## src/hw/rtl/hwim_pkg.sv

```systemverilog
// Package for the hit window interval merger.
// Holds widths, reset values, the queue word type and the control structs.
// Used by every module of the block; depends on nothing.
`timescale 1ns / 1ps

package hwim_pkg;

    // Field widths.
    localparam int TIME_W  = 30;
    localparam int HW_W    = 20;
    localparam int RANGE_W = 32;

    // Default store depth and reset value of the half window.
    localparam int            MAX_HITS_DEF    = 64;
    localparam logic [HW_W-1:0] HALF_WINDOW_RST = 20'd32000;

    // Depth of the queue between front and back.
    localparam int QUEUE_DEPTH = 4;
    localparam int QPTR_W      = $clog2(QUEUE_DEPTH);
    localparam int QCNT_W      = $clog2(QUEUE_DEPTH + 1);

    // One classified word as it travels from the front to the back.
    typedef struct packed {
        logic [TIME_W-1:0] hit_time;
        logic              has_hit;
        logic              last;
    } t_cmd;

    // Control from the merge sequencer to the sorter.
    typedef struct packed {
        logic              ins;
        logic              shift;
        logic [TIME_W-1:0] ins_time;
    } t_srt_ctrl;

    // Status from the sorter to the merge sequencer.
    typedef struct packed {
        logic [TIME_W-1:0] head;
        logic              head_vld;
        logic              full;
    } t_srt_stat;

    // Merge sequencer states.
    typedef enum logic [1:0] {
        S_RUN,
        S_START,
        S_WALK
    } t_state;

endpackage

```

## src/hw/rtl/hwim_front.sv

```systemverilog
// Front part of the merger: accepts input words and queues those that matter.
// Words with neither a hit nor the last mark are taken and discarded.
// Depends on hwim_pkg.
`timescale 1ns / 1ps

module hwim_front (
    input  logic                        i_clk,
    input  logic                        i_rst_n,
    input  logic                        push,
    output logic                        full,
    input  logic [hwim_pkg::TIME_W-1:0] i_hit_time,
    input  logic                        i_carries_hit,
    input  logic                        i_last_hit,
    output hwim_pkg::t_cmd              o_q_cmd,
    output logic                        o_q_valid,
    input  logic                        i_q_pop
);
    import hwim_pkg::*;

    t_cmd              r_q [QUEUE_DEPTH];
    logic [QPTR_W-1:0] r_wr, n_wr;
    logic [QPTR_W-1:0] r_rd, n_rd;
    logic [QCNT_W-1:0] r_cnt, n_cnt;
    logic              acc;
    logic              wr_en;
    logic              rd_en;

    // A word is taken whenever there is room; only useful words are stored.
    assign full  = (r_cnt == QCNT_W'(QUEUE_DEPTH));
    assign acc   = push && !full;
    assign wr_en = acc && (i_carries_hit || i_last_hit);
    assign rd_en = i_q_pop && (r_cnt != '0);

    assign o_q_valid = (r_cnt != '0);
    assign o_q_cmd   = r_q[r_rd];

    // Pointer and fill count updates.
    always_comb begin
        n_wr  = wr_en ? QPTR_W'(r_wr + 1'b1) : r_wr;
        n_rd  = rd_en ? QPTR_W'(r_rd + 1'b1) : r_rd;
        n_cnt = r_cnt;
        if (wr_en && !rd_en) begin
            n_cnt = QCNT_W'(r_cnt + 1'b1);
        end else if (!wr_en && rd_en) begin
            n_cnt = QCNT_W'(r_cnt - 1'b1);
        end
    end

    always_ff @(posedge i_clk) begin
        if (!i_rst_n) begin
            r_wr  <= '0;
            r_rd  <= '0;
            r_cnt <= '0;
        end else begin
            r_wr  <= n_wr;
            r_rd  <= n_rd;
            r_cnt <= n_cnt;
        end
    end

    // Queue storage.
    always_ff @(posedge i_clk) begin
        if (wr_en) begin
            r_q[r_wr] <= '{hit_time: i_hit_time, has_hit: i_carries_hit, last: i_last_hit};
        end
    end

endmodule

```

## config.mk

```make
export PLATFORM = sky130hd
export DESIGN_NAME = hwim_front
export DESIGN_NICKNAME = d
export VERILOG_FILES = /design/src/hw/rtl/hwim_pkg.sv /design/src/hw/rtl/hwim_front.sv
export SDC_FILE = /design/constraint.sdc
export NUM_CORES = 1
export LEC_CHECK = 0
export BUFFER_PORTS_ARGS = -buffer_cell sky130_fd_sc_hd__buf_2
export CAP_MARGIN = 0
export CORE_UTILIZATION = 35
export DETAILED_ROUTE_END_ITERATION = 10
export PLACE_DENSITY = 0.57
export SETUP_SLACK_MARGIN = 0.5
export SLEW_MARGIN = 5
export SYNTH_ARGS = -nofsm -noshare
export SYNTH_HDL_FRONTEND = slang
export SYNTH_SLANG_ARGS = --single-unit
```

## constraint.sdc

```tcl
create_clock -name i_clk -period 2.7 [get_ports i_clk]
set_input_delay 0.135 -clock i_clk [delete_from_list [all_inputs] [get_ports i_clk]]
set_output_delay 0.135 -clock i_clk [all_outputs]
set_load 0.05 [all_outputs]
```

---- Word-level counts from Yosys, hierarchy flattened ----
Memory sizes are Yosys's and may differ from the RTL's. A register that Yosys moved wholly into a read port is not among the register bits.
Cells that the tools add are included.
storage, ports and cells
  memory bits (writable) .................. 128
  bits of input ports ..................... 36
  ROM bits ................................ 0
  bits in latches ......................... 0
  bits in registers ....................... 7
  logic and storage cells ................. 26
  memories ................................ 1
  output and inout bits ................... 34
cells by class
  muxes and demuxes ....................... 6
  order comparisons ....................... 0
  multiply operators ...................... 0
  shifts and indexed selects .............. 0
  divide/modulo/power cells ............... 0
  reduce and logical (&&, ||, !) cells .... 11
  $add $sub $neg .......................... 4
  equality and inequality tests ........... 1
  bitwise logic cells ..................... 0
memory list
  name  words  bits a word  read ports  clocked after memory_dff  wr ports  RTL line          source
  r_q   4      32           1           1                         1         hwim_front.sv:20  t_cmd r_q [QUEUE_DEPTH];
operator list
  operator                                           count
  2-to-1 mux 3 bit                                   2
  logical AND 1 bit                                  5
  adder 2 x 1 -> 2 bit (second input constant)       2
  2-to-1 mux 2 bit                                   2
  adder 3 x 1 -> 3 bit (second input constant)       1
  == test 3 bit (second input constant)              1
  logical NOT 1 bit                                  3
  nonzero test 3 bit                                 1
  subtractor 3 x 1 -> 3 bit (second input constant)  1
  2-to-1 mux 1 bit                                   2
  nonzero test 2 bit                                 1
  logical OR 1 bit                                   1

---- Logic depth before layout (Yosys ltp) ----
Gate-level depths: netlist (run 1).
  depth in word-level cells ............... 8
  gate-level depth with buffers ........... 8

---- Worst setup path before layout (run 1) ----
Ideal clock, no wire load.
  kind .................................... flip-flop to flip-flop
  start ................................... register r_cnt[2]
  end ..................................... register r_cnt[2]
  arrival time ............................ 2,279 ps
  stages on the path, launching flop included .. 9
  path slack .............................. 346 ps
  cells stage by stage .................... dfxtp_1 > nor3b_2 > nor2_2 > ha_1 > inv_1 > fa_1 > xor2_1 > or3_1 > a21boi_0
on the way
  word-level cells in the longest chain between the ends .. 7
RTL lines
  element                              RTL line          source
  start, declared                      hwim_front.sv:23  logic [QCNT_W-1:0] r_cnt, n_cnt;
  start signal, assigned               hwim_front.sv:57  r_cnt <= n_cnt;
  == test 3 bit *                      hwim_front.sv:29  assign full = (r_cnt == QCNT_W'(QUEUE_DEPTH));
  named net full                       hwim_front.sv:10  output logic full,
  logical NOT 1 bit *                  hwim_front.sv:30  assign acc = push && !full;
  logical AND 1 bit *                  hwim_front.sv:30
  logical AND 1 bit *                  hwim_front.sv:31  assign wr_en = acc && (i_carries_hit || i_last_hit);
  named net wr_en                      hwim_front.sv:25  logic wr_en;
  logical NOT 1 bit                    hwim_front.sv:44  end else if (!wr_en && rd_en) begin
  logical AND 1 bit                    hwim_front.sv:44
  nonzero test 2 bit (no source line)  -
The timed path passes the listed nets; every way through them passes the cells marked *. The select of a mux whose other input is x is not followed.
A chain may end at the register's enable or synchronous reset.

---- Worst setup path after layout (run 1) ----
  start ................................... register r_cnt[1]
  end ..................................... register r_cnt[2]
on the way
  word-level cells in the longest chain between the ends .. 7
RTL lines
  element
  parallel branches: the longest is 7 deep, another holds subtractor 3 x 1 -> 3 bit
Several ways; the timed one is not identified. The select of a mux whose other input is x is not followed.

==> results of run 1 <==
## sequential cells by signal, indices dropped and copies added, names as in the netlist, named ones only
name   count
r_wr       2
r_rd       2
r_cnt      3
r_q      128
## final timing paths
kind / startpoint / endpoint / cells past startpoint
setup / recovery: r_cnt[1] / r_cnt[2] / 7
hold / removal: i_rst_n / r_cnt[1] / 2
setup reg to reg: r_cnt[1] / r_cnt[2] / 7
hold reg to reg: r_wr[1] / r_wr[1] / 2
## what timing repair did
action                     CTS  global route
pin swaps                    0             1
resized for setup            2             5
setup endpoints to repair    1             1
buffers inserted             0             1
hold buffers                32             0
hold endpoints to repair   128             0
## power groups by stage
stage	Sequential (W)	Clock, W	Combinational, W
detailed placement	0.00265	0	0.00194
CTS	0.00261	0.00230	0.00198
global route	0.00263	0.00239	0.00208
global placement	0.00264	0	0.00193
finish	0.00261	0.00226	0.00196
floorplan	0.00261	0	0.00159
## cell families (layout without fill, tap and decap cells)
logic type	Yosys count	in the layout	share of synthesized area, %
and+or+nand+nor	16	16	1.972
AOI/OAI and AO/OA	7	7	0.9981
buffers and inverters	10	143	1.899
xor gates and xnor gates	4	4	0.6817
DFF	137	137	78.29
muxes	34	34	14.56
adders and majority gates	6	6	1.607
## worst max-delay path: stages, from the launching register on
cell      delay (ps)
dfxtp_2          370
o31ai_4          280
ha_2             240
inv_1             50
fa_1             380
xor2_1           160
or3_1            320
a21boi_1         160
## placed cells by master, fill, tap and decap left out, types with 2 or more instances in the layout
cell type      instances
dlygate4sd3_1         32
and2_1                 4
bufinv_16              3
buf_12                 6
mux4_1                 2
nand2_1                2
clkinv_1               4
dfxtp_2                5
clkinvlp_4             4
inv_1                  3
a21boi_1               2
mux4_2                30
mux2i_1                2
buf_2                 69
o21ai_0                3
dfxtp_1                4
xnor2_1                3
clkinv_2               3
edfxtp_1             128
and2_2                 4
ha_1                   4
or3_1                  3
clkbuf_16             17
## per-layer routing
| metal | track usage [%] | vias up | wire [um] |
|---|---|---|---|
| met1 | 16.20 | 1236 | 4053 |
| met3 | 4.520 | 13 | 399 |
| li1 | - | 1134 | - |
| met5 | 0 | - | 0 |
| met4 | 6.551 | 0 | 177 |
| met2 | 21.30 | 61 | 4466 |
## area by class of cell
class	instances	area share [%]
well taps	180	3.366
clock inverters	15	2.375
inverters	3	0.1683
clock buffers	17	6.359
multi-input cells	67	15.63
repair buffers	108	11.86
flip-flops and latches	137	60.24
## metrics by stage
stage / utilization, % / setup slack [ps] / hold slack (ps) / std cells / cell area [um^2]
after floorplan: - / 561.0 / 233.9 / 214 / 5146
after global placement: 40.85 / 566.7 / 348.8 / 462 / 5758
after detailed placement: 40.85 / 438.7 / 353.8 / 462 / 5758
after CTS: 47.28 / 502.2 / 33.81 / 526 / 6665
after global routing: 47.46 / 505.2 / 59.32 / 527 / 6690
final: 47.46 / 660.6 / 41.75 / 527 / 6690
==> results.toml, run 1 <==
[power_and_ir_drop]
clock_power_share_pct = 33.1
power.internal_w = 0.004624
peakVddDrop_mv = 0.4756
seqPwrFrac_pct = 38.3
power_frac_comb_pct = 28.6
p_per_area_nw_per_um2 = 1021
switching_power_w = 0.002207
leakage_nw = 2.287
total_power_w = 0.006831
swShare_pct = 32.31

[clocking]
clockRootBuffer = "clkbuf_16"
clk_pin_slew_ps = 50
cts_tree = "yes"
ctsLongestPathBuffers = 2
clock_latency_ps = 420
cts_inserted_buffers = 17
htree_num_levels = 4
clock_sinks = 137

[synth]
ys_top_cells_by_area = "edfxtp_1, mux4_2, dfxtp_1, ha_1, buf_12"
synth_area_um2 = 5140
synth_most_common_cell = "edfxtp_1"
synth_top_area_share_pct = 74.78
synthFlopType = "edfxtp_1"
async_reset_ff_share_pct = 0
ys_warn_count = 0
syn_avg_cell_area_um2 = 24.02
synth_edf_count = 128
synth_nets = 256
ys_types = 24
postSynthCellCount = 214
seq_area_frac_synth_pct = 78.29
synth_area_leader_cell = "edfxtp_1"
synth.top_cells.by_count = "edfxtp_1, mux4_2, dfxtp_1"
synth_seq_cells = 137

[die]
start_util_pct = 36.46
core_um2 = 14100
std_cell_rows = 43
io_pins = 70
die_x_um = 123.2
fp.dieH_um = 123.2
die_area_um2 = 15170

[finish]
final_nets = 376
antennaDiodeCount = 0
area_delta_synth_final_pct = 30.16
nFillCells = 1215
final-seq-area_um2 = 4030
layout-drive-gt1-share_pct = 42.36
multi_input_area_um2 = 1046

[timing]
fin_worst_skew_ps = 11.51
maxSlewHeadroom_pct = 65.04
fmax_mhz = 490.3
hold_viol = 0
tns_ps = 0
rsz0062_at_grt = "no"
post-route-period-util_pct = 75.53
fin_crit_ps = 2039
setup_viol = 0
worst_pin_slew_ps = 524.5
slew_viol_final = 0

[setup_path]
worst_ep_required_time_ps = 3040
crit_path_end_kind = "flop"
crit_arrival_ps = 2380
critPathLaunchType = "flop"
rrSetupSlack_ps = 660
worstSetupPathType = "flop to flop"
path_max_fanout = 6

[routing]
wl_mm = 9.096
drc = 0
drtPass1Iterations = 4
viasPerCell = 4.638
drt_first_iter_violations = 178
ant_nets = 0
wl_per_cell_um = 17.26
routed-via-count = 2444

[run_status]
status = "finished clean"

[flow_run]
drv_cap = 0

[place]
dp_hpwl_mm = 5.329
portBuffers = 69
place_congestion = 0.6586

[worst_hold_path]
min_path_type = "primary input to flop"

[global_route]
grt_overflow = 0
grt_max_degree = 33
grt_pass1_vias = 2543
grt_usage_pct = 13.34
antenna_found_initial = 0
grt_pass1_wl_mm = 14.01
No activity file was read; power rests on OpenSTA's default activity.
==> run 2: changes to the inputs <==
ABC_AREA = 1   (was unset)
clock period = 1.9 ns   (was 2.7 ns; I/O delays follow)
==> results.toml, run 2 <==
[finish]
fin_cells = 750
final_cell_area_um2 = 8376
final_util_pct = 57.19
largest-register = "r_q"
largest_register_ff_count = 128
antennaDiodeCount = 0
layout_commonest_cell = "edfxtp_1"
layout-drive-gt1-share_pct = 43.46
layout_common_cells = "edfxtp_1, nor2_1, buf_6"
area_delta_synth_final_pct = 58.66
final_nets = 595
reg_top3 = "r_q (128), r_cnt (3)"

[global_route]
grt-busiest-layer = "met2"
grt_overflow = 0
grt_util_met1_pct = 22.18
grt_use_met2_pct = 28.52
grt_usage_pct = 17.44
grtUsageMet3_pct = 5.369
grt_pass1_vias = 3702
antenna_found_initial = 0
grt_pass1_wl_mm = 20.12
grt_max_degree = 65

[die]
start_util_pct = 36.05
fp.dieH_um = 124.8
io_pins = 70
die_area_um2 = 15580
core_um2 = 14640
std_cell_rows = 44
die_x_um = 124.8

[synth]
synthSimpleGateAreaFrac_pct = 7.324
synthFlopType = "edfxtp_1"
postSynthCellCount = 382
synth_area_leader_cell = "edfxtp_1"
synth_edf_count = 128
synthMuxAreaShare_pct = 0
synth_top_family_by_area = "compound AO/OA/AOI/OAI gates"
synth.top_cells.by_count = "edfxtp_1, nor2_1, o21ai_0"
synth_nets = 424
synth_most_common_cell = "edfxtp_1"
synth_area_um2 = 5279
synth_xor_area_share_pct = 0.1659
syn_avg_cell_area_um2 = 13.82
ys_warn_count = 0
async_reset_ff_share_pct = 0
ys_top_cells_by_area = "edfxtp_1, nor2_1, o22ai_1, o21ai_0, dfxtp_1"
synth_seq_cells = 137
synth_compound_area_share_pct = 10.24
ys_types = 21
synth_top_area_share_pct = 72.81
synth_fa_ha_area_share_pct = 1.564
seq_area_frac_synth_pct = 76.23

[power_and_ir_drop]
leakage_nw = 3.077
peakVddDrop_mv = 1.078
total_power_w = 0.01194
p_per_area_nw_per_um2 = 1426

[setup_path]
rrSetupSlack_ps = 230
crit_slowest_cell = "dfxtp_4"
path_common_cell = "buf_12"
critPathLaunchType = "flop"
crit_chain = "buf_12 > buf_12 > o21ai_0 > o22ai_2 > buf_6"
path_max_fanout = 12
reg2regPathDepth = 11
worstSetupPathType = "flop to output port"
r2r_end = "r_cnt[2]"
crit_arrival_ps = 1680
critPathMaxStageDelay_ps = 360
crit_path_end_kind = "output port"
worstReg2RegStart = "r_cnt[0]"
path_delay_family = "buffers and inverters"
worst_ep_required_time_ps = 1800
path_buf_inv = 3

[timing]
rsz0062_at_grt = "yes"
worst_pin_slew_ps = 340.3
fmax_mhz = 563.7
tns_ps = 0
maxSlewHeadroom_pct = 77.08
post-route-period-util_pct = 93.37
hold_viol = 0
slew_viol_final = 0
fin_worst_skew_ps = 9.463
fin_crit_ps = 1774
setup_viol = 0

[clocking]
clockRootBuffer = "clkbuf_16"
clock_sinks = 137
cts_inserted_buffers = 17
cts_tree = "yes"
htree_num_levels = 4
clock_latency_ps = 420
clk_pin_slew_ps = 60
ctsLongestPathBuffers = 2

[routing]
viasPerCell = 5.079
drtPass1Iterations = 8
wl_mm = 14.73
ant_nets = 0
drt_first_iter_violations = 365
drc = 12
wl_per_cell_um = 19.64
routed-via-count = 3809

[worst_hold_path]
min_path_type = "primary input to flop"
worstHoldStart = "i_q_pop"
worstHoldEndpoint = "r_rd[0]"
min_path_cells = 3

[place]
place_congestion = 0.7517
dpl_cell_area_um2 = 6148
placed_cells = 632
dp_hpwl_mm = 7.060
portBuffers = 69

[run_status]
status = "finished, violations left"
violations = "DRC"

[flow_run]
drv_cap = 0
-- run 2: changes by cell type after synthesis, sizes merged, moves of 13 or more --
cell   delta
inv      +16
nand2    +13
nor2     +79
mux4     -32
o21ai    +62
o22ai    +32
-- run 2: worst max-delay path by stage --
stage	endpoint	slack, ps	cells past startpoint
global placement	r_cnt[1]	280	9
global route	o_q_cmd[19]	80	5
floorplan	r_cnt[1]	240	9
finish	o_q_cmd[19]	130	5
detailed placement	r_cnt[1]	220	9
CTS	o_q_cmd[8]	190	6
-- run 2: timing repair --
action | CTS | global route
hold buffers | 33 | 0
endpoints found under the setup margin | 151 | 164
pin swaps | 16 | 16
gates resized for setup | 124 | 84
buffers inserted | 24 | 9
cloned | 8 | 12
hold endpoints to repair | 132 | 0
-- run 2: layer usage --
metal  vias to the layer above  routed length (um)
li1                       1757                   -
met1                      1910                6237
met2                       124                7514
met3                        18                 761
met4                         0                 214
met5                         -                   0
-- run 2: kinds of logic after synthesis --
family / after synthesis
flops: 137
compound gates: 100
simple gates: 100
buf+inv: 38
fa+ha+maj: 6
xor+xnor: 1
-- run 2: worst min-delay path, stage by stage --
cell	delay [ps]
buf_2	130
nand3_1	100
a21oi_1	70
-- run 2: power breakdown --
group          switching [W]  internal [W]  leakage (nW)
Combinational        0.00306       0.00210          1.58
Clock                0.00127       0.00179         0.252
Sequential          0.000121       0.00360          1.24
Total                0.00445       0.00750          3.08
-- run 2: layout make-up --
class	instances	area (um^2)
Fill cell	1124	6269
Sequential cell	137	4039
Timing Repair Buffer	168	1988
Multi-Input combinational cell	207	1416
Clock buffer	17	425.4
Tap cell	184	230.2
Clock inverter	15	127.6
Inverter	19	110.1
Timing Repair inverter	3	38.79
-- run 2: per-stage QoR --
step | hold WS, ps | setup WS [ps]
2_1_floorplan | 193.9 | 243.5
3_3_place_gp | 314.6 | 283.4
4_1_cts | 15.69 | 189.3
5_1_grt | 25.19 | 82.50
6_report | 26.44 | 126.0
3_5_place_dp | 316.3 | 221.0
