==> config.mk <==
export PLATFORM = sky130hd
export DESIGN_NAME = hwim_merge
export DESIGN_NICKNAME = d
export VERILOG_FILES = /design/src/hw/rtl/hwim_pkg.sv /design/src/hw/rtl/hwim_merge.sv
export SDC_FILE = /design/constraint.sdc
export NUM_CORES = 1
export LEC_CHECK = 0
export BUFFER_PORTS_ARGS = -buffer_cell sky130_fd_sc_hd__clkbuf_2
export CAP_MARGIN = 15
export CORE_MARGIN = 4
export CORE_UTILIZATION = 40
export CTS_CLUSTER_SIZE = 28
export DETAILED_ROUTE_END_ITERATION = 6
export SLEW_MARGIN = 20
export SYNTH_ARGS = -nofsm -noshare
export SYNTH_HDL_FRONTEND = slang
export SYNTH_SLANG_ARGS = --single-unit
==> constraint.sdc <==
create_clock -name i_clk -period 17.1 [get_ports i_clk]
set_clock_uncertainty 0.2 [all_clocks]
set_input_delay 2.565 -clock i_clk [delete_from_list [all_inputs] [get_ports i_clk]]
set_output_delay 2.565 -clock i_clk [all_outputs]
set_load 0.02 [all_outputs]
==> src/hw/rtl/hwim_pkg.sv <==
// Package for the hit window interval merger.
// Holds widths, reset values, the queue word type and the control structs.
// Used by every module of the block; depends on nothing.
`timescale 1ns / 1ps

package hwim_pkg;

    // Field widths.
    localparam int TIME_W  = 30;
    localparam int HW_W    = 20;
    localparam int RANGE_W = 32;

    // Default store depth and reset value of the half window.
    localparam int            MAX_HITS_DEF    = 64;
    localparam logic [HW_W-1:0] HALF_WINDOW_RST = 20'd32000;

    // Depth of the queue between front and back.
    localparam int QUEUE_DEPTH = 4;
    localparam int QPTR_W      = $clog2(QUEUE_DEPTH);
    localparam int QCNT_W      = $clog2(QUEUE_DEPTH + 1);

    // One classified word as it travels from the front to the back.
    typedef struct packed {
        logic [TIME_W-1:0] hit_time;
        logic              has_hit;
        logic              last;
    } t_cmd;

    // Control from the merge sequencer to the sorter.
    typedef struct packed {
        logic              ins;
        logic              shift;
        logic [TIME_W-1:0] ins_time;
    } t_srt_ctrl;

    // Status from the sorter to the merge sequencer.
    typedef struct packed {
        logic [TIME_W-1:0] head;
        logic              head_vld;
        logic              full;
    } t_srt_stat;

    // Merge sequencer states.
    typedef enum logic [1:0] {
        S_RUN,
        S_START,
        S_WALK
    } t_state;

endpackage

==> src/hw/rtl/hwim_merge.sv <==
// Back part of the merger: loads queued hits into the sorter and, on the last
// word of a set, drains the sorter while merging windows into the output register.
// Depends on hwim_pkg.
`timescale 1ns / 1ps

module hwim_merge (
    input  logic                          i_clk,
    input  logic                          i_rst_n,
    input  hwim_pkg::t_cmd                i_q_cmd,
    input  logic                          i_q_valid,
    output logic                          o_q_pop,
    output hwim_pkg::t_srt_ctrl           o_srt_ctrl,
    input  hwim_pkg::t_srt_stat           i_srt_stat,
    input  logic [hwim_pkg::HW_W-1:0]     i_half_window,
    output logic                          empty,
    input  logic                          pop,
    output logic signed [hwim_pkg::RANGE_W-1:0] o_range_low,
    output logic signed [hwim_pkg::RANGE_W-1:0] o_range_high,
    output logic                          o_last_range,
    output logic                          o_overflowed
);
    import hwim_pkg::*;

    t_state r_state, n_state;

    logic                      r_drop;
    logic signed [RANGE_W-1:0] r_cur_lo;
    logic signed [RANGE_W-1:0] r_cur_hi;
    logic                      r_out_vld;

    logic signed [RANGE_W-1:0] head_lo;
    logic signed [RANGE_W-1:0] head_hi;
    logic                      out_free;
    logic                      joins;

    logic                      set_drop;
    logic                      clr_drop;
    logic                      load_cur;
    logic                      grow_cur;
    logic                      emit;
    logic                      emit_last;
    logic                      emit_dummy;

    // Window bounds of the smallest stored hit.
    assign head_lo = $signed({{(RANGE_W-TIME_W){1'b0}}, i_srt_stat.head})
                   - $signed({{(RANGE_W-HW_W){1'b0}}, i_half_window});
    assign head_hi = $signed({{(RANGE_W-TIME_W){1'b0}}, i_srt_stat.head})
                   + $signed({{(RANGE_W-HW_W){1'b0}}, i_half_window});

    // The head window overlaps or touches the current range.
    assign joins    = (r_cur_hi >= head_lo);
    assign out_free = !r_out_vld || pop;

    // Next state.
    always_comb begin
        n_state = r_state;
        case (r_state)
            S_RUN: begin
                if (i_q_valid && i_q_cmd.last) begin
                    n_state = S_START;
                end
            end
            S_START: begin
                if (i_srt_stat.head_vld) begin
                    n_state = S_WALK;
                end else if (out_free) begin
                    n_state = S_RUN;
                end
            end
            S_WALK: begin
                if (!i_srt_stat.head_vld && out_free) begin
                    n_state = S_RUN;
                end
            end
            default: n_state = S_RUN;
        endcase
    end

    // Control outputs of the sequencer.
    always_comb begin
        o_q_pop    = 1'b0;
        o_srt_ctrl = '{ins: 1'b0, shift: 1'b0, ins_time: i_q_cmd.hit_time};
        set_drop   = 1'b0;
        clr_drop   = 1'b0;
        load_cur   = 1'b0;
        grow_cur   = 1'b0;
        emit       = 1'b0;
        emit_last  = 1'b0;
        emit_dummy = 1'b0;
        case (r_state)
            S_RUN: begin
                if (i_q_valid) begin
                    o_q_pop = 1'b1;
                    if (i_q_cmd.has_hit) begin
                        if (i_srt_stat.full) begin
                            set_drop = 1'b1;
                        end else begin
                            o_srt_ctrl.ins = 1'b1;
                        end
                    end
                end
            end
            S_START: begin
                if (i_srt_stat.head_vld) begin
                    load_cur         = 1'b1;
                    o_srt_ctrl.shift = 1'b1;
                end else if (out_free) begin
                    // Empty set: one range from zero to zero.
                    emit       = 1'b1;
                    emit_last  = 1'b1;
                    emit_dummy = 1'b1;
                    clr_drop   = 1'b1;
                end
            end
            S_WALK: begin
                if (!i_srt_stat.head_vld) begin
                    if (out_free) begin
                        emit      = 1'b1;
                        emit_last = 1'b1;
                        clr_drop  = 1'b1;
                    end
                end else if (joins) begin
                    grow_cur         = 1'b1;
                    o_srt_ctrl.shift = 1'b1;
                end else if (out_free) begin
                    emit             = 1'b1;
                    load_cur         = 1'b1;
                    o_srt_ctrl.shift = 1'b1;
                end
            end
            default: begin
                o_q_pop = 1'b0;
            end
        endcase
    end

    always_ff @(posedge i_clk) begin
        if (!i_rst_n) begin
            r_state   <= S_RUN;
            r_drop    <= 1'b0;
            r_out_vld <= 1'b0;
        end else begin
            r_state <= n_state;
            if (set_drop) begin
                r_drop <= 1'b1;
            end else if (clr_drop) begin
                r_drop <= 1'b0;
            end
            if (emit) begin
                r_out_vld <= 1'b1;
            end else if (pop) begin
                r_out_vld <= 1'b0;
            end
        end
    end

    // Current merged range.
    always_ff @(posedge i_clk) begin
        if (load_cur) begin
            r_cur_lo <= head_lo;
            r_cur_hi <= head_hi;
        end else if (grow_cur && (head_hi > r_cur_hi)) begin
            r_cur_hi <= head_hi;
        end
    end

    // Output register holding the oldest waiting word.
    always_ff @(posedge i_clk) begin
        if (emit) begin
            o_range_low  <= emit_dummy ? '0 : r_cur_lo;
            o_range_high <= emit_dummy ? '0 : r_cur_hi;
            o_last_range <= emit_last;
            o_overflowed <= r_drop;
        end
    end

    assign empty = !r_out_vld;

endmodule
Word level (Yosys, flattened, before mapping)
Index checks and enable logic that the tools add are counted.

word-level totals
  flip-flop bits (word level) = 132
  output and inout bits = 100
  word-level logic and storage cells = 67

operators by class
  add/sub/neg operators = 2
  $lt $le $gt $ge = 2
  equal/unequal tests = 5
  muxes and demuxes = 37
  reductions and logical operators = 12

operator list
  operator                                       number
  2-to-1 mux 32 bit                              2
  greater-or-equal comparator 32 x 31 -> 1 bit   1
  > comparator 32 bit                            1
  adder 30 x 20 -> 31 bit                        1
  subtractor 30 x 20 -> 31 bit                   1
  2-to-1 mux 1 bit                               27
  2-to-1 mux 2 bit                               4
  case mux 1 bit (2 select lines)                3
  case mux 2 bit (3 select lines)                1
  nonzero test 2 bit                             3
  inequality test 2 bit, second input constant   2
  logical AND 1 bit                              3
  inequality test 3 bit, second input constant   1
  AND reduction 3 bit                            1
  == test 2 x 1 -> 1 bit, second input constant  1
  == test 2 bit, second input constant           1
  logical NOT 1 bit                              2
  logical NOT 2 bit                              1
  OR reduction 2 bit                             1
  logical OR 1 bit                               1

Logic depth before layout (Yosys ltp)
Gate-level depths: netlist of the first run.

  depth after elaboration = 8
  gate-level depth with buffers = 22
  gate-level depth less buffers = 22

Worst setup path before layout of the first run
No wires, ideal clock.

  path type = input port to flip-flop
  start point = input i_srt_stat[2] in the netlist's numbering
  end point = register o_last_range, enable pin
  library setup time = 0.507 ns
  arrival = 9.127 ns
  required time = 16.393 ns
  slack = 7.266 ns
  stages on the path = 20
  cell sequence = inv_1 -> ha_1 -> inv_1 -> fa_1 -> a211o_1 -> o211ai_1 -> a32oi_2 -> o211ai_1 -> a21oi_2 -> o41ai_4 -> nand3_1 -> xor2_1 -> ha_1 -> a2111oi_0 -> o211ai_1 -> a211oi_1 -> o2111ai_1 -> nand2_1 -> nand4_2 -> a21oi_1

on the way
  cells in the longest elaborated chain, start to end = 5

ends and longest elaborated chain
  item                                          RTL line           source
  start: declaration                            hwim_merge.sv:13   input hwim_pkg::t_srt_stat i_srt_stat,
  subtractor 30 x 20 -> 31 bit                  hwim_merge.sv:46   - $signed({{(RANGE_W-HW_W){1'b0}}, i_half_window});
  greater-or-equal comparator 32 x 31 -> 1 bit  hwim_merge.sv:51   assign joins = (r_cur_hi >= head_lo);
  2-to-1 mux 1 bit                              hwim_merge.sv:122  end else if (joins) begin
  2-to-1 mux 1 bit                              hwim_merge.sv:116  if (!i_srt_stat.head_vld) begin
  case mux 1 bit (2 select lines)               hwim_merge.sv:90   case (r_state)
  named net emit                                hwim_merge.sv:40   logic emit;
  end signal: assignment                        hwim_merge.sv:172  o_last_range <= emit_last;
  end: declaration                              hwim_merge.sv:19   output logic o_last_range,

The timed path passes the listed nets, and every way through them passes these cells.
A chain may end at the register's enable or synchronous reset.

==> results of run 1 <==
==> kinds of logic after synthesis <==
logic type,after synthesis,share of synthesized area
AOI/OAI and AO/OA,205,0.156
and+or+nand+nor,194,0.111
buffers and inverters,165,0.0861
DFF,130,0.432
adders and majority gates,106,0.150
xor gates and xnor gates,64,0.0627
other,1,0.000420
muxes,1,0.00112
==> power breakdown <==
part	switching (mW)	internal, mW	leakage [nW]	total, mW
Sequential	0.00490	0.375	1.18	0.380
Combinational	0.147	0.0854	2.84	0.232
Clock	0.134	0.198	0.254	0.332
==> cell usage in the layout (no fill, tap or decap), types with 3 or more instances in the layout <==
| master | count |
|---|---|
| nand3_1 | 14 |
| nand2_1 | 33 |
| a21boi_0 | 3 |
| clkinvlp_4 | 5 |
| xor2_1 | 22 |
| o41ai_2 | 3 |
| buf_4 | 5 |
| nand2b_1 | 12 |
| o21bai_1 | 12 |
| a31o_2 | 3 |
| nor2b_1 | 12 |
| edfxtp_1 | 126 |
| dfxtp_1 | 4 |
| clkbuf_16 | 17 |
| inv_1 | 101 |
| nor3_1 | 11 |
| o21ai_0 | 30 |
| clkbuf_2 | 126 |
| nor4_1 | 4 |
| xnor2_1 | 42 |
| a211oi_1 | 10 |
| a211o_1 | 5 |
| ha_1 | 104 |
| nor2_2 | 3 |
| clkinv_1 | 3 |
| and2_1 | 33 |
| a31oi_1 | 3 |
| and3_1 | 3 |
| a21o_1 | 8 |
| nor2_1 | 47 |
| or2_2 | 3 |
| nand4_1 | 10 |
| a21oi_1 | 80 |
| clkinv_2 | 4 |
| o21a_1 | 9 |
| o211ai_1 | 8 |
==> path summary, 6_finish.rpt <==
path,from,to,slack [ps]
max reg2reg,r_cur_hi[29]$_DFFE_PP_,o_range_low[2]$_SDFFCE_PP0P_,13030
min,r_drop$_SDFFE_PN0P_,o_overflowed$_DFFE_PP_,230
max,i_half_window[1],o_srt_ctrl[30],7300
min reg2reg,r_drop$_SDFFE_PN0P_,o_overflowed$_DFFE_PP_,230
==> per-stage QoR <==
step | total power [mW] | hold WS (ps) | setup WS (ps) | instance area [µm²]
finish | 0.944 | 234 | 7300 | 10100
global route | 0.998 | 240 | 6860 | 10100
global placement | 0.616 | 211 | 7410 | 9580
CTS | 0.952 | 229 | 7300 | 10100
detailed placement | 0.619 | 215 | 7290 | 9580
floorplan | 0.563 | 202 | 7270 | 8930
==> synth_stat cells, types with 3 or more instances <==
library cell | n | share of area
and2_1 | 33 | 0.023
nor3_1 | 11 | 0.0062
nor2b_1 | 12 | 0.0084
buf_4 | 33 | 0.028
nor4_1 | 4 | 0.0028
a211o_1 | 5 | 0.0049
o21bai_1 | 12 | 0.010
a31o_2 | 3 | 0.0029
ha_1 | 104 | 0.15
o21ai_0 | 30 | 0.017
xnor2_1 | 42 | 0.041
nand3_1 | 14 | 0.0078
xor2_1 | 22 | 0.022
and3_1 | 3 | 0.0021
nand2b_1 | 12 | 0.0084
a21boi_0 | 3 | 0.0025
a21o_1 | 8 | 0.0067
buf_2 | 8 | 0.0045
nand4_1 | 10 | 0.0070
nor2_1 | 49 | 0.021
o21a_1 | 9 | 0.0076
o41ai_2 | 3 | 0.0055
o211ai_1 | 8 | 0.0067
edfxtp_1 | 126 | 0.42
dfxtp_1 | 4 | 0.0090
a211oi_1 | 10 | 0.0084
inv_1 | 101 | 0.042
clkbuf_1 | 20 | 0.0084
nand2_1 | 33 | 0.014
or2_2 | 3 | 0.0021
a21oi_1 | 81 | 0.045
a31oi_1 | 3 | 0.0021
==> layer usage <==
layer | wire [µm] | vias to the layer above
li1 | - | 3208
met1 | 10100 | 2879
met2 | 8210 | 176
met3 | 1340 | 18
met4 | 250 | 0
met5 | 0 | -
==> sequential cells by signal (all words and copies together), names as in the netlist <==
name,flops
o_last_range,1
r_drop,1
r_state,2
o_overflowed,1
r_cur_hi,31
o_range_high,31
r_cur_lo,31
r_out_vld,1
o_range_low,31
==> layout make-up <==
| class | instances | area (µm²) |
|---|---|---|
| Timing Repair Buffer | 131 | 668 |
| Tap cell | 280 | 350 |
| Inverter | 101 | 379 |
| Multi-Input combinational cell | 571 | 4320 |
| Sequential cell | 130 | 3860 |
| Clock inverter | 15 | 116 |
| Fill cell | 2110 | 11800 |
| Clock buffer | 17 | 425 |
==> worst reg2reg max path: cells and delay by family (launching register included) <==
family                     cells  cell delay (ps)
DFF                            1              400
buffers and inverters          1              550
adders and majority gates      1              340
AOI/OAI and AO/OA              5             1870
and+or+nand+nor                2              340
==> results.yml, run 1 <==
sta:
  finalSetupViolCount: 0
  finalSetupTns_ps: 0
  fin_crit_ps: 9800
  slew_violations: 0
  period_share: 0.573
  relSlewSlack: 0.404
  rsz0062_at_grt: "no"
  tightest_slew_ps: 892
  fmax_mhz: 102
  hold_viol: 0
yosys:
  syn-num-nets: 1060
  syn_area_per_cell_um2: 10.3
  syn_inst: 866
  ys_seq_elements: 130
  yosysSeqAreaShare: 0.432
  synth_enable_flop_cells: 126
  synthDistinctLibCells: 70
  synthArstFlopShare: 0
  yosysWarnings: 0
  synth-main-ff-cell: "edfxtp_1"
  syn_area_um2: 8930
cts:
  clk_path_buf_depth: 2
  htreeDepth: 4
  cts_buffers: 17
  cts_sinks: 130
  ctsHoldBuffers: 0
  clk_pin_slew_ps: 60
  cts_setup_buffers: 0
  cts_root_buf: "clkbuf_16"
  cts_tree: "built"
  clk_latency_ps: 410
  ctsResizeCount: 0
layout:
  syn_to_final_growth_pct: 13.3
  fin_cells: 1245
  fin_util: 0.463
  finalNetCount: 1146
  n_antenna_cell: 0
  drive_gt1_frac: 0.194
setup_path:
  cp.buffers_inverters: 3
  crit_type: "primary input to output pin"
  path_cells: "clkbuf_2, inv_1, ha_1, nor2b_1, o31a_1, o41ai_2, nand2_1, a31oi_1, a21oi_1, or2_2, xor2_1, ha_1, a2111oi_0, o211ai_1, a211oi_1, o2111ai_1, nand2_1, nand3_1, o21ai_0, a21oi_1, clkbuf_2"
  critPathTopFamily: "compound AO/OA/AOI/OAI gates"
  cp_max_fo: 4
  worstSetupEndpointType: "output pin"
  r2r_cells: 9
  arrival_ps: 7030
  cpPeakStageDelay_ps: 410
  worstPathRequired_ps: 14340
  crit_path_start_kind: "primary input"
  cp.depth: 21
  critPathSlowestCell: "a2111oi_0"
grt:
  grt_max_degree: 39
  track_usage: 0.164
  grt_use_met2: 0.238
  grt_first_pass_wirelength_mm: 32.0
  grt_pass1_vias: 6154
  top_usage_layer: "met1"
  grtUsageMet1: 0.249
  grt.met3_usage: 0.0335
  grt_overflow: 0
  antenna_found_initial: 0
floorplanning:
  initial_core_util: 0.408
  rows: 54
  die_area_um2: 24800
  core_um2: 21900
  die_h_um: 157
  dieWidth_um: 157
  io_pins: 188
power:
  p_leak_nw: 4.27
  powerDensity_nw_per_um2: 93.3
  vdd_drop_max_v: 0.0000711
route:
  antenna_left: 0
  finalWirelength_mm: 19.9
  drt_iter0_markers: 447
  post_drt_wl_per_cell_um: 16.0
  via_count: 6281
  routed_via_density: 5.04
  drc: 0
  dr.pass1.iters: 5
placed_design:
  gp_congestion: 0.882
  dp.cells: 1213
  place_hpwl_mm: 16.2
  port_buffers: 126
outcome:
  status: "finished clean"
job:
  maxCapViolations: 0
worst_hold_path:
  hp-class: "register to register"
  hold_depth: 0
(Power assumes the default switching activity.)
==> inputs of run 2 (changes only) <==
- clock period: 17.1 -> 9.1 ns (I/O delays scaled with it)
==> results.yml, run 2 (synthesized netlist as in run 1, its figures left out) <==
cts:
  ctsResizeCount: 0
  cts_root_buf: "clkbuf_16"
  cts_sinks: 130
  clk_pin_slew_ps: 50
  htreeDepth: 4
  clk_latency_ps: 410
  ctsHoldBuffers: 0
  cts_buffers: 17
  clk_path_buf_depth: 2
  cts_setup_buffers: 0
  cts_tree: "built"
sta:
  slew_violations: 0
  fmax_mhz: 135
  rsz0062_at_grt: "no"
  finalSetupViolCount: 0
  fin_crit_ps: 7410
  finalSetupTns_ps: 0
  tightest_slew_ps: 753
  relSlewSlack: 0.497
  setup_slack_ps: 1690
  hold_viol: 0
  period_share: 0.814
placed_design:
  gp_congestion: 0.893
  pre_cts_slack_ps: 1730
  port_buffers: 126
  place_hpwl_mm: 16.3
  place_area_um2: 9590
floorplanning:
  initial_core_util: 0.408
  dieWidth_um: 157
  core_um2: 21900
  io_pins: 188
  die_area_um2: 24800
  die_h_um: 157
  rows: 54
worst_hold_path:
  holdPathEnd: "o_overflowed$_DFFE_PP_"
  hp-class: "register to register"
  hp-start: "r_drop$_SDFFE_PN0P_"
  hold_depth: 0
route:
  dr.pass1.iters: 6
  routed_via_density: 5.06
  finalWirelength_mm: 20.1
  post_drt_wl_per_cell_um: 16.2
  drt_iter0_markers: 462
  drc: 0
  via_count: 6307
  antenna_left: 0
power:
  vdd_drop_max_v: 0.000121
  powerDensity_nw_per_um2: 178
  p_comb_frac: 0.242
  p_seq_frac: 0.394
  power.share.clock: 0.364
  p_leak_nw: 4.30
  power.internal_mw: 1.28
  power_switching_share: 0.296
  p_switching_mw: 0.537
grt:
  antenna_found_initial: 0
  grt_use_met2: 0.239
  grt.met3_usage: 0.0338
  track_usage: 0.164
  grt_first_pass_wirelength_mm: 32.2
  grt_overflow: 0
  grt_max_degree: 41
  top_usage_layer: "met1"
  grtUsageMet1: 0.252
  grt_pass1_vias: 6135
setup_path:
  crit_type: "primary input to output pin"
  r2r_end: "r_cur_hi[0]$_DFFE_PP_"
  cp_max_fo: 9
  crit_path_start_kind: "primary input"
  arrival_ps: 5850
  regToRegStartpoint: "r_cur_hi[29]$_DFFE_PP_"
  worstPathRequired_ps: 7540
  r2r_cells: 10
  worstSetupEndpointType: "output pin"
  r2r_slack_ps: 5590
layout:
  finalNetCount: 1147
  fin_util: 0.465
  final_cell_mix: "clkbuf_2, edfxtp_1, ha_1, inv_1, a21oi_1"
  drive_gt1_frac: 0.197
  n_antenna_cell: 0
  num-fill-cells: 2054
  fin_area_um2: 10200
  syn_to_final_growth_pct: 13.8
job:
  maxCapViolations: 0
outcome:
  status: "finished clean"
run 2: changes by cell type in the layout (fill, tap and decap cells not counted):
cell and change:
clkinv_1 -3, bufinv_16 +1, buf_4 +1, clkinvlp_4 -1, clkbuf_8 +1, clkbuf_1 +1
clkinv_4 +1
run 2: worst max-delay path, stage by stage:
cell       delay (ps)
clkbuf_2           90
inv_1              40
ha_1              400
o21a_1            240
o31a_1            150
o41ai_2           350
nand2_1           150
a31oi_1           290
a21oi_1           170
or2_2             330
xor2_1            150
ha_1              310
a2111oi_0         410
o211ai_1          190
a211oi_1          340
o2111ai_1         160
nand2_1           140
nand3_1           100
o21ai_0           210
a21oi_1           110
clkbuf_2          170
run 2: layout make-up:
type / instances / area [µm²] / share of cell area
multi-input cells: 571 / 4320 / 0.425
flip-flops and latches: 130 / 3860 / 0.380
repair buffers: 132 / 676 / 0.0664
clock buffers: 19 / 443 / 0.0436
inverters: 101 / 379 / 0.0373
well taps: 280 / 350 / 0.0344
clock inverters: 13 / 136 / 0.0134
run 2: worst max path at each step:
| stage | from | to | slack (ps) | cells past startpoint |
|---|---|---|---|---|
| global placement | i_srt_stat[2] | o_srt_ctrl[30] | 1810 | 23 |
| finish | i_half_window[2] | o_srt_ctrl[30] | 1690 | 21 |
| CTS | i_half_window[1] | o_srt_ctrl[30] | 1730 | 21 |
| floorplan | i_srt_stat[2] | o_last_range$_DFFE_PP_ | 470 | 20 |
| detailed placement | i_half_window[1] | o_srt_ctrl[30] | 1730 | 21 |
| global route | i_srt_stat[2] | o_srt_ctrl[30] | 1260 | 23 |
run 2: power by group through the flow:
stage | Sequential (mW) | Clock, mW | Combinational [mW]
2_1_floorplan | 0.743 | 0 | 0.315
3_3_place_gp | 0.727 | 0 | 0.431
3_5_place_dp | 0.727 | 0 | 0.437
4_1_cts | 0.715 | 0.672 | 0.439
5_1_grt | 0.717 | 0.701 | 0.496
6_report | 0.715 | 0.660 | 0.438
run 2: metrics by stage:
step / total power [mW] / instances / hold slack (ps)
3_3_place_gp: 1.16 / 1214 / 212
3_5_place_dp: 1.16 / 1214 / 215
6_report: 1.81 / 1246 / 228
4_1_cts: 1.83 / 1246 / 228
2_1_floorplan: 1.06 / 866 / 202
5_1_grt: 1.91 / 1246 / 248
run 2: layer usage:
metal | part of all wire | up-vias
met5 | 0 | -
met4 | 0.0090 | 0
met3 | 0.061 | 18
met2 | 0.42 | 166
met1 | 0.51 | 2928
li1 | - | 3195
==> inputs of run 3 (changes only) <==
- clock period: 9.1 -> 6.6 ns (I/O delays scaled with it)
==> results.yml, run 3 (synthesized netlist as in run 1, its figures left out) <==
cts:
  ctsHoldBuffers: 0
  cts_tree: "built"
  htreeDepth: 4
  cts_buffers: 17
  clk_path_buf_depth: 2
  cts_sinks: 130
  clk_pin_slew_ps: 60
  cts_root_buf: "clkbuf_16"
  clk_latency_ps: 410
layout:
  final_common_cell: "edfxtp_1"
  finalNetCount: 1161
  syn_to_final_growth_pct: 16.3
  final_cell_mix: "edfxtp_1, clkbuf_2, ha_1, inv_1, a21oi_1"
  fin_cells: 1260
  drive_gt1_frac: 0.222
  n_antenna_cell: 0
setup_path:
  critPathSlowestCell: "o41ai_4"
  cp_max_fo: 3
  arrival_ps: 5150
  crit_type: "primary input to output pin"
  worstSetupEndpointType: "output pin"
  cpPeakStageDelay_ps: 410
  crit_path_start_kind: "primary input"
  worstPathRequired_ps: 5410
  path_cells: "clkbuf_2, inv_2, ha_4, inv_2, fa_2, a211o_1, o211ai_1, a32oi_2, o211ai_1, a21oi_2, o41ai_4, nand3_2, xor2_1, ha_2, a2111oi_4, o211ai_1, a211oi_2, o2111ai_1, nand2_1, nand3_2, o21ai_2, a21oi_2, buf_4"
  path_common_cell: "o211ai_1"
power:
  powerDensity_nw_per_um2: 241
  p_leak_nw: 4.38
  total_power_mw: 2.51
  vdd_drop_max_v: 0.000174
floorplanning:
  rows: 54
  die_area_um2: 24800
  dieWidth_um: 157
  io_pins: 188
  core_um2: 21900
  die_h_um: 157
  initial_core_util: 0.408
worst_hold_path:
  hp-class: "register to register"
route:
  finalWirelength_mm: 20.3
  via_count: 6388
  drc: 0
  dr.pass1.iters: 4
  antenna_left: 0
  routed_via_density: 5.07
  post_drt_wl_per_cell_um: 16.1
  drt_iter0_markers: 338
grt:
  grt_max_degree: 39
  grt_first_pass_wirelength_mm: 32.8
  grt_overflow: 0
  antenna_found_initial: 0
  grt_pass1_vias: 6258
  track_usage: 0.166
placed_design:
  port_buffers: 126
  dp.cells: 1226
  gp_congestion: 0.881
  place_hpwl_mm: 16.4
sta:
  fin_crit_ps: 6340
  fmax_mhz: 158
  hold_viol: 0
  tightest_slew_ps: 726
  relSlewSlack: 0.516
  finalSetupViolCount: 0
  period_share: 0.961
  slew_violations: 0
job:
  maxCapViolations: 0
outcome:
  status: "finished clean"
==> run 3: cell count changes in the layout (fill, tap and decap cells not counted), sizes merged <==
| cell | previous run | this run |
|---|---|---|
| buf | 6 | 21 |
| clkbuf | 145 | 142 |
| inv | 103 | 106 |
| clkinv | 5 | 7 |
| clkinvlp | 4 | 2 |
| bufinv | 2 | 1 |
==> run 3: through the flow <==
step	setup TNS [ps]	setup slack (ps)	instance area [µm²]	util	hold WS, ps
6_report	0	260	10400	0.475	226
5_1_grt	-4.26	-4.26	10400	0.475	240
4_1_cts	0	48.9	10300	0.470	227
3_5_place_dp	-26.3	-26.3	9720	0.444	214
3_3_place_gp	0	146	9720	0.444	214
2_1_floorplan	-1150	-37.0	8950	-	202
==> run 3: metal layers <==
layer / up-vias / wire length [µm] / part of all wire / GRT usage
met5: - / 0 / 0 / 0
met4: 0 / 176 / 0.0087 / 0.0389
met3: 17 / 1230 / 0.061 / 0.0280
met2: 184 / 8470 / 0.42 / 0.242
met1: 2955 / 10400 / 0.51 / 0.259
li1: 3232 / - / - / -
==> run 3: what timing repair did <==
action                     4_1_cts  5_1_grt
pin swaps                        0       18
setup endpoints to repair        1        1
hold endpoints to repair         0        0
gates resized for setup          1       21
buffers inserted                 0        2
==> run 3: power by group <==
part           internal (mW)  switching (mW)
Combinational          0.240           0.393
Clock                  0.528           0.364
Sequential             0.972          0.0131
Total                   1.74           0.770
==> run 3: final cells by class <==
class,instances,area [µm²]
Clock buffer,17,425
Inverter,101,379
Multi-Input combinational cell,571,4410
Timing Repair Buffer,146,821
Tap cell,280,350
Fill cell,2057,11500
Sequential cell,130,3860
Clock inverter,15,150
==> run 3: critical path, delay by kind of cell <==
kind	cells	cell delay, ps
AO/OA/AOI/OAI	12	2520
XOR/XNOR	1	200
adder cells (fa/ha/maj)	3	740
buffers and inverters	4	360
AND/OR/NAND/NOR	3	370
==> run 3: worst paths after layout <==
kind	startpoint	endpoint	slack (ps)	cells after the start
min	r_drop$_SDFFE_PN0P_	o_overflowed$_DFFE_PP_	230	0
min reg2reg	r_drop$_SDFFE_PN0P_	o_overflowed$_DFFE_PP_	230	0
max reg2reg	r_cur_hi[13]$_DFFE_PP_	r_cur_hi[0]$_DFFE_PP_	3260	11
max	i_srt_stat[2]	o_srt_ctrl[30]	260	23
